==> src/rtl/idwc_pkg.sv <==
// ----------------------------------------------------------------------------
// idwc_pkg
// Shared types, codes and reset values of the drip warmer controller.
// ----------------------------------------------------------------------------
package idwc_pkg;

    // event kinds
    localparam logic [1:0] OP_KEY  = 2'd0;
    localparam logic [1:0] OP_TEMP = 2'd1;
    localparam logic [1:0] OP_RATE = 2'd2;

    // key codes
    localparam logic [2:0] KEY_NONE = 3'd0;
    localparam logic [2:0] KEY_PAGE = 3'd1;
    localparam logic [2:0] KEY_UP   = 3'd2;
    localparam logic [2:0] KEY_DOWN = 3'd3;
    localparam logic [2:0] KEY_RUN  = 3'd4;

    // pages
    localparam logic [1:0] PAGE_START    = 2'd0;
    localparam logic [1:0] PAGE_MONITOR  = 2'd1;
    localparam logic [1:0] PAGE_SET_RATE = 2'd2;
    localparam logic [1:0] PAGE_SET_TEMP = 2'd3;

    // motor command codes
    localparam logic [1:0] MOTOR_NONE   = 2'd0;
    localparam logic [1:0] MOTOR_ROTATE = 2'd1;
    localparam logic [1:0] MOTOR_HALT   = 2'd2;

    localparam logic [1:0] ANGLE_FINE   = 2'd0;
    localparam logic [1:0] ANGLE_MID    = 2'd1;
    localparam logic [1:0] ANGLE_COARSE = 2'd2;
    localparam logic [1:0] ANGLE_JOG    = 2'd3;

    localparam logic [2:0] SPEED_AUTO = 3'd2;
    localparam logic [2:0] SPEED_JOG  = 3'd4;

    // setpoint step thresholds (temperature in half degrees); setpoints stay within 40..70 and 20..60
    localparam logic [6:0] TEMP_UP_MAX   = 7'd69;
    localparam logic [6:0] TEMP_DOWN_MIN = 7'd41;
    localparam logic [5:0] RATE_UP_MAX   = 6'd59;
    localparam logic [5:0] RATE_DOWN_MIN = 6'd21;

    // reset values
    localparam logic [6:0] TEMP_RESET   = 7'd50;
    localparam logic [5:0] RATE_RESET   = 6'd40;
    localparam logic [7:0] HYST_RESET   = 8'd20;
    localparam logic [5:0] DEAD_RESET   = 6'd2;
    localparam logic [5:0] FINE_RESET   = 6'd5;
    localparam logic [6:0] COARSE_RESET = 7'd20;
    localparam logic [7:0] MAX_RESET    = 8'd60;

    // register indexes on the config port
    localparam logic [2:0] REG_HYST   = 3'd0;
    localparam logic [2:0] REG_DEAD   = 3'd1;
    localparam logic [2:0] REG_FINE   = 3'd2;
    localparam logic [2:0] REG_COARSE = 3'd3;
    localparam logic [2:0] REG_MAX    = 3'd4;

    typedef struct packed {
        logic [7:0] hysteresis_tenths;
        logic [5:0] dead_band;
        logic [5:0] fine_band;
        logic [6:0] coarse_band;
        logic [7:0] max_band;
    } cfg_t;

    typedef struct packed {
        logic [1:0]         opcode;
        logic [2:0]         key_code;
        logic signed [11:0] temp_tenths;
        logic [9:0]         drip_rate;
        logic               timer_flag;
    } event_t;

    typedef struct packed {
        logic [1:0] page;
        logic [6:0] target_temp_half;
        logic [5:0] target_rate;
        logic       running;
        logic       heater_on;
        logic [1:0] motor_action;
        logic       motor_dir;
        logic [1:0] motor_angle_code;
        logic [2:0] motor_speed;
        logic       motor_manual;
    } result_t;

endpackage

==> src/rtl/infusion_drip_warmer_controller_core.sv <==
// ----------------------------------------------------------------------------
// infusion_drip_warmer_controller_core
// Event-driven drip warmer controller: keys, heater relay, stepper commands.
// ----------------------------------------------------------------------------
// Input stream s_*: one event word per beat, kind in s_axis_tuser (opcode),
// key/temperature/rate/timer fields in s_axis_tdata.
// Output stream m_*: exactly one result word per event, in order, carrying
// page, setpoints, run and relay state after the event plus the motor
// command that the event caused.
// Path: each event passes the input register, then the result register;
// a held result stays valid until it is taken.
// Throughput: one event per cycle while the result stream is not stalled;
// the state update of an event is visible to the next event in the following cycle.
// Stall: while m_axis_tready is low and a result is held, the input register
// keeps its word and s_axis_tready drops once it is full; no word is lost.
// Reset (aresetn low, synchronous): both stages empty, page 0, target 25.0 C,
// target rate 40, run off, relay off, band registers at their defaults.
// Config: APB writes with pready always high; write only while idle.
// ----------------------------------------------------------------------------
module infusion_drip_warmer_controller_core (
    input  logic        aclk,
    input  logic        aresetn,
    // APB
    input  logic        psel,
    input  logic        penable,
    input  logic        pwrite,
    input  logic [4:0]  paddr,
    input  logic [31:0] pwdata,
    output logic [31:0] prdata,
    output logic        pready,
    // event stream
    input  logic        s_axis_tvalid,
    output logic        s_axis_tready,
    input  logic [31:0] s_axis_tdata,  // key_code[2:0], temp_tenths[14:3],
                                       // drip_rate[24:15], timer_flag[25]
    input  logic [1:0]  s_axis_tuser,  // opcode[1:0]
    // result stream
    output logic        m_axis_tvalid,
    input  logic        m_axis_tready,
    output logic [31:0] m_axis_tdata   // page[1:0], target_temp_half[8:2],
                                       // target_rate[14:9], running[15],
                                       // heater_on[16], motor_action[18:17],
                                       // motor_dir[19], motor_angle_code[21:20],
                                       // motor_speed[24:22], motor_manual[25]
);

    idwc_pkg::cfg_t    cfg;
    idwc_pkg::event_t  evt_reg;
    idwc_pkg::result_t res;
    idwc_pkg::result_t res_reg;

    logic evt_valid_reg;
    logic out_valid_reg;
    logic advance;
    logic fire;

    idwc_cfg_regs u_cfg (
        .aclk    (aclk),
        .aresetn (aresetn),
        .psel    (psel),
        .penable (penable),
        .pwrite  (pwrite),
        .paddr   (paddr),
        .pwdata  (pwdata),
        .prdata  (prdata),
        .pready  (pready),
        .cfg     (cfg)
    );

    assign advance       = !out_valid_reg || m_axis_tready;
    assign fire          = evt_valid_reg && advance;
    assign s_axis_tready = !evt_valid_reg || advance;

    always_ff @(posedge aclk) begin
        if (!aresetn) begin
            evt_valid_reg <= 1'b0;
        end else if (s_axis_tready) begin
            evt_valid_reg <= s_axis_tvalid;
        end
    end

    always_ff @(posedge aclk) begin
        if (s_axis_tvalid && s_axis_tready) begin
            evt_reg.opcode      <= s_axis_tuser;
            evt_reg.key_code    <= s_axis_tdata[2:0];
            evt_reg.temp_tenths <= s_axis_tdata[14:3];
            evt_reg.drip_rate   <= s_axis_tdata[24:15];
            evt_reg.timer_flag  <= s_axis_tdata[25];
        end
    end

    idwc_event_logic u_logic (
        .aclk    (aclk),
        .aresetn (aresetn),
        .fire    (fire),
        .evt     (evt_reg),
        .cfg     (cfg),
        .res     (res)
    );

    always_ff @(posedge aclk) begin
        if (!aresetn) begin
            out_valid_reg <= 1'b0;
        end else if (advance) begin
            out_valid_reg <= evt_valid_reg;
        end
    end

    always_ff @(posedge aclk) begin
        if (fire) begin
            res_reg <= res;
        end
    end

    assign m_axis_tvalid = out_valid_reg;
    assign m_axis_tdata  = {6'd0,
                            res_reg.motor_manual,
                            res_reg.motor_speed,
                            res_reg.motor_angle_code,
                            res_reg.motor_dir,
                            res_reg.motor_action,
                            res_reg.heater_on,
                            res_reg.running,
                            res_reg.target_rate,
                            res_reg.target_temp_half,
                            res_reg.page};

endmodule

==> src/rtl/idwc_cfg_regs.sv <==
// ----------------------------------------------------------------------------
// idwc_cfg_regs
// APB register file for the hysteresis and motor band settings.
// ----------------------------------------------------------------------------
module idwc_cfg_regs (
    input  logic             aclk,
    input  logic             aresetn,
    input  logic             psel,
    input  logic             penable,
    input  logic             pwrite,
    input  logic [4:0]       paddr,
    input  logic [31:0]      pwdata,
    output logic [31:0]      prdata,
    output logic             pready,
    output idwc_pkg::cfg_t   cfg
);

    idwc_pkg::cfg_t cfg_reg;
    logic [2:0]     reg_idx;
    logic           wr_en;

    assign pready  = 1'b1;
    assign reg_idx = paddr[4:2];
    assign wr_en   = psel & penable & pwrite & pready;
    assign cfg     = cfg_reg;

    always_ff @(posedge aclk) begin
        if (!aresetn) begin
            cfg_reg.hysteresis_tenths <= idwc_pkg::HYST_RESET;
            cfg_reg.dead_band         <= idwc_pkg::DEAD_RESET;
            cfg_reg.fine_band         <= idwc_pkg::FINE_RESET;
            cfg_reg.coarse_band       <= idwc_pkg::COARSE_RESET;
            cfg_reg.max_band          <= idwc_pkg::MAX_RESET;
        end else if (wr_en) begin
            case (reg_idx)
                idwc_pkg::REG_HYST:   cfg_reg.hysteresis_tenths <= pwdata[7:0];
                idwc_pkg::REG_DEAD:   cfg_reg.dead_band         <= pwdata[5:0];
                idwc_pkg::REG_FINE:   cfg_reg.fine_band         <= pwdata[5:0];
                idwc_pkg::REG_COARSE: cfg_reg.coarse_band       <= pwdata[6:0];
                idwc_pkg::REG_MAX:    cfg_reg.max_band          <= pwdata[7:0];
                default: ;
            endcase
        end
    end

    always_comb begin
        case (reg_idx)
            idwc_pkg::REG_HYST:   prdata = {24'd0, cfg_reg.hysteresis_tenths};
            idwc_pkg::REG_DEAD:   prdata = {26'd0, cfg_reg.dead_band};
            idwc_pkg::REG_FINE:   prdata = {26'd0, cfg_reg.fine_band};
            idwc_pkg::REG_COARSE: prdata = {25'd0, cfg_reg.coarse_band};
            idwc_pkg::REG_MAX:    prdata = {24'd0, cfg_reg.max_band};
            default:              prdata = 32'd0;
        endcase
    end

endmodule

==> src/rtl/idwc_event_logic.sv <==
// ----------------------------------------------------------------------------
// idwc_event_logic
// Controller state and the per-event decision logic (keys, relay, motor).
// ----------------------------------------------------------------------------
module idwc_event_logic (
    input  logic              aclk,
    input  logic              aresetn,
    input  logic              fire,
    input  idwc_pkg::event_t  evt,
    input  idwc_pkg::cfg_t    cfg,
    output idwc_pkg::result_t res
);

    logic [1:0] page_reg,  page_next;
    logic [6:0] temp_reg,  temp_next;
    logic [5:0] rate_reg,  rate_next;
    logic       run_reg,   run_next;
    logic       relay_reg, relay_next;

    logic [1:0] act;
    logic       dir;
    logic [1:0] ang;
    logic [2:0] spd;
    logic       man;

    // temperature compare: target*5 vs sample, 14-bit signed
    logic signed [13:0] tgt_tenths;
    logic signed [13:0] below;
    logic signed [13:0] above;
    logic signed [13:0] hys;

    // rate error
    logic signed [10:0] err;
    logic [9:0]         mag;

    assign tgt_tenths = signed'({7'd0, temp_reg} * 14'd5);
    assign below      = tgt_tenths - 14'(evt.temp_tenths);
    assign above      = 14'(evt.temp_tenths) - tgt_tenths;
    assign hys        = signed'({6'd0, cfg.hysteresis_tenths});

    assign err = signed'({1'b0, evt.drip_rate}) - signed'({5'd0, rate_reg});
    assign mag = err[10] ? 10'(-err) : err[9:0];

    always_comb begin
        page_next  = page_reg;
        temp_next  = temp_reg;
        rate_next  = rate_reg;
        run_next   = run_reg;
        relay_next = relay_reg;
        act = idwc_pkg::MOTOR_NONE;
        dir = 1'b0;
        ang = idwc_pkg::ANGLE_FINE;
        spd = 3'd0;
        man = 1'b0;

        case (evt.opcode)
            idwc_pkg::OP_KEY: begin
                case (evt.key_code)
                    idwc_pkg::KEY_PAGE: begin
                        page_next = (page_reg == idwc_pkg::PAGE_SET_TEMP)
                                  ? idwc_pkg::PAGE_MONITOR : page_reg + 2'd1;
                    end
                    idwc_pkg::KEY_UP, idwc_pkg::KEY_DOWN: begin
                        if (page_reg == idwc_pkg::PAGE_SET_TEMP) begin
                            if (evt.key_code == idwc_pkg::KEY_UP) begin
                                if (temp_reg <= idwc_pkg::TEMP_UP_MAX)
                                    temp_next = temp_reg + 7'd1;
                            end else if (temp_reg >= idwc_pkg::TEMP_DOWN_MIN) begin
                                temp_next = temp_reg - 7'd1;
                            end
                        end else if (page_reg == idwc_pkg::PAGE_SET_RATE) begin
                            if (evt.key_code == idwc_pkg::KEY_UP) begin
                                if (rate_reg <= idwc_pkg::RATE_UP_MAX)
                                    rate_next = rate_reg + 6'd1;
                            end else if (rate_reg >= idwc_pkg::RATE_DOWN_MIN) begin
                                rate_next = rate_reg - 6'd1;
                            end
                        end else if (page_reg == idwc_pkg::PAGE_MONITOR && !run_reg) begin
                            // manual jog while stopped
                            act = idwc_pkg::MOTOR_ROTATE;
                            dir = (evt.key_code == idwc_pkg::KEY_UP);
                            ang = idwc_pkg::ANGLE_JOG;
                            spd = idwc_pkg::SPEED_JOG;
                            man = 1'b1;
                        end
                    end
                    idwc_pkg::KEY_RUN: begin
                        if (page_reg == idwc_pkg::PAGE_MONITOR)
                            run_next = ~run_reg;
                    end
                    default: ;
                endcase
            end
            idwc_pkg::OP_TEMP: begin
                if (below > hys) relay_next = 1'b1;
                if (above > hys) relay_next = 1'b0;
            end
            idwc_pkg::OP_RATE: begin
                if (evt.timer_flag) begin
                    // gears tested low to high, so overlapping bands pick the lowest
                    if (mag <= {4'd0, cfg.dead_band}) begin
                        act = idwc_pkg::MOTOR_HALT;
                    end else begin
                        act = idwc_pkg::MOTOR_ROTATE;
                        dir = (err > 11'sd0);
                        spd = idwc_pkg::SPEED_AUTO;
                        if (mag <= {4'd0, cfg.fine_band}) begin
                            ang = idwc_pkg::ANGLE_FINE;
                        end else if (mag <= {3'd0, cfg.coarse_band}) begin
                            ang = idwc_pkg::ANGLE_MID;
                        end else if (mag <= {2'd0, cfg.max_band}) begin
                            ang = idwc_pkg::ANGLE_COARSE;
                        end else begin
                            act = idwc_pkg::MOTOR_NONE;
                            dir = 1'b0;
                            spd = 3'd0;
                        end
                    end
                end
            end
            default: ;
        endcase
    end

    always_ff @(posedge aclk) begin
        if (!aresetn) begin
            page_reg  <= idwc_pkg::PAGE_START;
            temp_reg  <= idwc_pkg::TEMP_RESET;
            rate_reg  <= idwc_pkg::RATE_RESET;
            run_reg   <= 1'b0;
            relay_reg <= 1'b0;
        end else if (fire) begin
            page_reg  <= page_next;
            temp_reg  <= temp_next;
            rate_reg  <= rate_next;
            run_reg   <= run_next;
            relay_reg <= relay_next;
        end
    end

    always_comb begin
        res.page             = page_next;
        res.target_temp_half = temp_next;
        res.target_rate      = rate_next;
        res.running          = run_next;
        res.heater_on        = relay_next;
        res.motor_action     = act;
        res.motor_dir        = dir;
        res.motor_angle_code = ang;
        res.motor_speed      = spd;
        res.motor_manual     = man;
    end

endmodule
==> config.mk <==
export PLATFORM = sky130hd
export DESIGN_NAME = infusion_drip_warmer_controller_core
export DESIGN_NICKNAME = d
export VERILOG_FILES = /design/src/rtl/idwc_pkg.sv /design/src/rtl/infusion_drip_warmer_controller_core.sv /design/src/rtl/idwc_cfg_regs.sv /design/src/rtl/idwc_event_logic.sv
export SDC_FILE = /design/constraint.sdc
export NUM_CORES = 1
export LEC_CHECK = 0
export BUFFER_PORTS_ARGS = -buffer_cell sky130_fd_sc_hd__buf_2
export CAP_MARGIN = 5
export CELL_PAD_IN_SITES_DETAIL_PLACEMENT = 1
export CELL_PAD_IN_SITES_GLOBAL_PLACEMENT = 1
export CORE_AREA = 5 5 141 143
export CTS_CLUSTER_SIZE = 40
export DETAILED_ROUTE_END_ITERATION = 12
export DIE_AREA = 0 0 146 148
export GPL_TIMING_DRIVEN = 0
export PLACE_DENSITY_LB_ADDON = 0.15
export SKIP_LAST_GASP = 1
export SLEW_MARGIN = 5
export SYNTH_ARGS = -nofsm -noshare
export SYNTH_HDL_FRONTEND = slang
export SYNTH_SLANG_ARGS = --single-unit
==> constraint.sdc <==
create_clock -name aclk -period 5.28 [get_ports aclk]
set_clock_uncertainty 0.15 [all_clocks]
set_input_delay 0.264 -clock aclk [delete_from_list [all_inputs] [get_ports aclk]]
set_output_delay 0.264 -clock aclk [all_outputs]
set_load 0.03 [all_outputs]
==> key figures <==
Outcome
  – Outcome: finished clean

Route
  – Via count: 6,622
  – ANT nets after route: 0
  – DRC: 0
  – DRT Pass-1 Iters: 4
  – Avg WL per Cell: 17.6 µm
  – Routed WL: 22,000 µm
  – DR vias/cell: about 5.3
  – DRT iter0 DRCs: 304

GRT
  – Global-route wire length before repair: 35,700 µm
  – GRT Residual Overflow: 0
  – All-Layer GR Usage: 20.4%
  – Pin count of the biggest net entering global routing: 29
  – Number of global-route vias before repair: between 6,000 and 7,000
  – Initial antenna violation count: 0

Min path
  – Hold Path Origin: pwdata[7]
  – Min-Delay Path Depth: 3
  – Hold EP: u_cfg.cfg[34]
  – Worst Hold Class: in2reg

Die
  – # IOs: around 150
  – Num rows: 50
  – Die X: ~150 µm
  – Die height: between 100 and 150 µm
  – Die area: 0.0216 mm²
  – Core area: about 0.018 mm²
  – Initial Util: a little over two fifths

Power
  – Switching power: 0.757 mW
  – Power per cell area: 243 mW/mm²
  – VDD IR max: 0.000191 V
  – Combinational power share: between 20% and 30%
  – Internal: 1.49 mW
  – Switch share: 33.7%
  – Sequential Power Share: 41.0%
  – Clock share of power: approximately 31%
  – Leakage: 4.01 nW

Worst setup path
  – Req. time, crit path: roughly 5.4 ns
  – CP Launch Type: flop
  – FF-to-FF path depth: 18
  – R2R setup slack: around 0.27 ns
  – R2r endpoint: u_logic.relay_reg
  – Arr. time, crit path: 5.14 ns
  – Critical path class: reg2reg
  – Critical path fanouts, max: 10
  – Reg-to-Reg Start: u_logic.temp_reg[1]
  – Setup crit end kind: flop

Logic synthesis
  – Most common cell in the netlist: ha_1
  – Synth Cell Area: 0.00783 mm²
  – EDFF count, synth: 53
  – Asr flop ratio synth: 0%
  – Register area share after synthesis: 34.1%
  – Ys flop type: dfxtp_1
  – Post-synthesis sequential element count: 107
  – Leading cell types by count after synthesis: ha_1 (89), inv_1 (78), nand2_1 (77), dfxtp_1 (54), edfxtp_1 (53)
  – Syn Area/Cell: 9.10 µm²
  – Area leader, netlist: edfxtp_1
  – Top cells by area, synth: edfxtp_1 (20%), ha_1 (14%), dfxtp_1 (14%)
  – Synthesis warning total: 0
  – Area fraction of the dominant cell type after synthesis: 20.3%
  – Cell count after synthesis: 861
  – Synth unique cells: 81

Clock network
  – Insertion delay to the later sink of the worst-skew pair: 0.37 ns
  – CTS Buf Count: 9
  – Sink Count: 107
  – Root buffer cell: clkbuf_16
  – CTS max path bufs: 2
  – H-tree levels: 3
  – CTS tree: yes
  – Clk slew on worst S/H paths: 0.08 ns
  – Post-CTS Setup Repair Bufs: 0

Layout
  – Largest register FFs: 35
  – FF/Latch Area: 0.00267 mm²
  – N_diodes: 0
  – Layout area overhead: 18.0%
  – Fin area: 0.00924 mm²
  – Number of fill cells: 2,191
  – Layout cells sized above 1: approximately 15%
  – Footprint of the multi-input gates: 0.00465 mm²
  – Nets: 1,181

Timing
  – Period utilisation layout: a little over nine tenths
  – Setup TNS: 0 ns
  – Final setup fails: 0
  – Final Max Slew Viols: 0
  – Fmax: 200 MHz
  – RSZ-0062 raised after global routing: no
  – Slew @ Worst Pin: 1.01 ns
  – Slew headroom: 32.4%
  – Minimum clock period: 5.01 ns
  – Fin. Hold Viols: 0

Place
  – Placed Area: 0.00865 mm²
  – Placer Congestion: 0.894
  – HPWL reported at the end of detailed placement: 17,100 µm
  – Buffers added on ports: 78

Job
  – # Max-Cap Violations: 0
## critical path: stages, from the launching register on
cell and delay, ns:
dfxtp_1 0.56, ha_1 0.31, ha_1 0.23, fa_1 0.41
xor2_1 0.38, ha_1 0.41, o21a_1 0.15, o31a_1 0.17
o21a_1 0.20, nor2_1 0.12, xnor2_1 0.09, ha_1 0.29
nand2_1 0.08, nor3_1 0.28, a211oi_1 0.10, a211o_1 0.29
a311oi_1 0.35, a2111oi_2 0.12, a211oi_1 0.24
## per-layer routing
metal,vias to the layer above,part of all wire [%],GRT usage [%]
met5,-,0,0
met4,0,1.2,4.47
met3,19,4.2,3.86
met2,118,46,33.6
met1,3185,49,28.1
li1,3300,-,-
## worst max-delay path by stage
stage / to / slack [ns] / depth (start not counted) / startpoint
4_1_cts: m_axis_tdata[16] / 0.15 / 18 / u_logic.temp_reg[1]
5_1_grt: u_logic.relay_reg / 0.02 / 18 / u_logic.temp_reg[1]
6_report: u_logic.relay_reg / 0.27 / 18 / u_logic.temp_reg[1]
2_1_floorplan: m_axis_tdata[16] / 1.10 / 18 / u_logic.temp_reg[1]
3_3_place_gp: m_axis_tdata[16] / 0.20 / 18 / u_logic.temp_reg[1]
3_5_place_dp: m_axis_tdata[16] / 0.19 / 18 / u_logic.temp_reg[1]
## cells in the final DEF, fill, tap and decap left out, types with 5 or more instances in the layout
master,n
o21ai_0,44
o22ai_1,11
mux2i_1,26
clkbuf_16,9
nand4_1,5
dfxtp_1,54
a22oi_1,14
xnor2_1,25
o31ai_1,7
edfxtp_1,53
a211oi_1,5
nand3b_1,5
conb_1,32
dlygate4sd3_1,29
a21boi_0,11
and2_1,6
buf_2,79
o21ai_1,5
clkbuf_1,25
nand2_1,77
a21o_1,12
ha_1,89
buf_4,32
nand3_1,19
o211ai_1,12
nor2b_1,38
o21a_1,12
a21oi_1,34
inv_1,78
or3_1,5
nor2_1,45
nor3_1,19
xor2_1,7
## power by group through the flow
stage	combinational, mW	sequential [mW]	clock, mW
after global placement	0.596	0.941	0
after floorplan	0.441	0.949	0
after global routing	0.707	0.925	0.744
after detailed placement	0.612	0.940	0
final	0.633	0.921	0.691
after CTS	0.635	0.921	0.710
## logic make-up (layout without fill, tap and decap cells)
group / count (synthesis) / in the layout / synth area share, %
AOI/OAI and AO/OA: 211 / 211 / 18.9
buffers and inverters: 137 / 261 / 8.12
and+or+nand+nor: 249 / 249 / 16.0
other: 2 / 32 / 0.0959
muxes: 30 / 30 / 3.90
adders and majority gates: 93 / 93 / 15.2
DFF: 107 / 107 / 34.1
xor gates and xnor gates: 32 / 32 / 3.58
## per-stage QoR
stage	utilization, %	setup slack (ns)	std cells	power (mW)	hold WS (ns)
finish	50.1	0.275	1249	2.25	0.0503
global route	50.1	0.0178	1249	2.38	0.0670
CTS	50.0	0.153	1249	2.27	0.0347
detailed placement	46.9	0.193	1204	1.55	0.292
global placement	46.7	0.204	1203	1.54	0.290
floorplan	-	1.10	891	1.39	0.213
## layout make-up
| class | count | share of cell area, % |
|---|---|---|
| Clock inverter | 6 | 0.636 |
| Tap cell | 234 | 3.17 |
| Timing Repair Buffer | 108 | 7.58 |
| Multi-Input combinational cell | 647 | 50.3 |
| Clock buffer | 10 | 2.48 |
| Buffer | 58 | 3.68 |
| Sequential cell | 107 | 28.9 |
| Inverter | 79 | 3.21 |
## timing repair
| action | 4_1_cts | 5_1_grt |
|---|---|---|
| hold buffers | 29 | 0 |
| hold endpoints to repair | 29 | 0 |
| setup endpoints to repair | 0 | 2 |
| resized for setup | 0 | 2 |
Power figures use the tool's default switching activity.
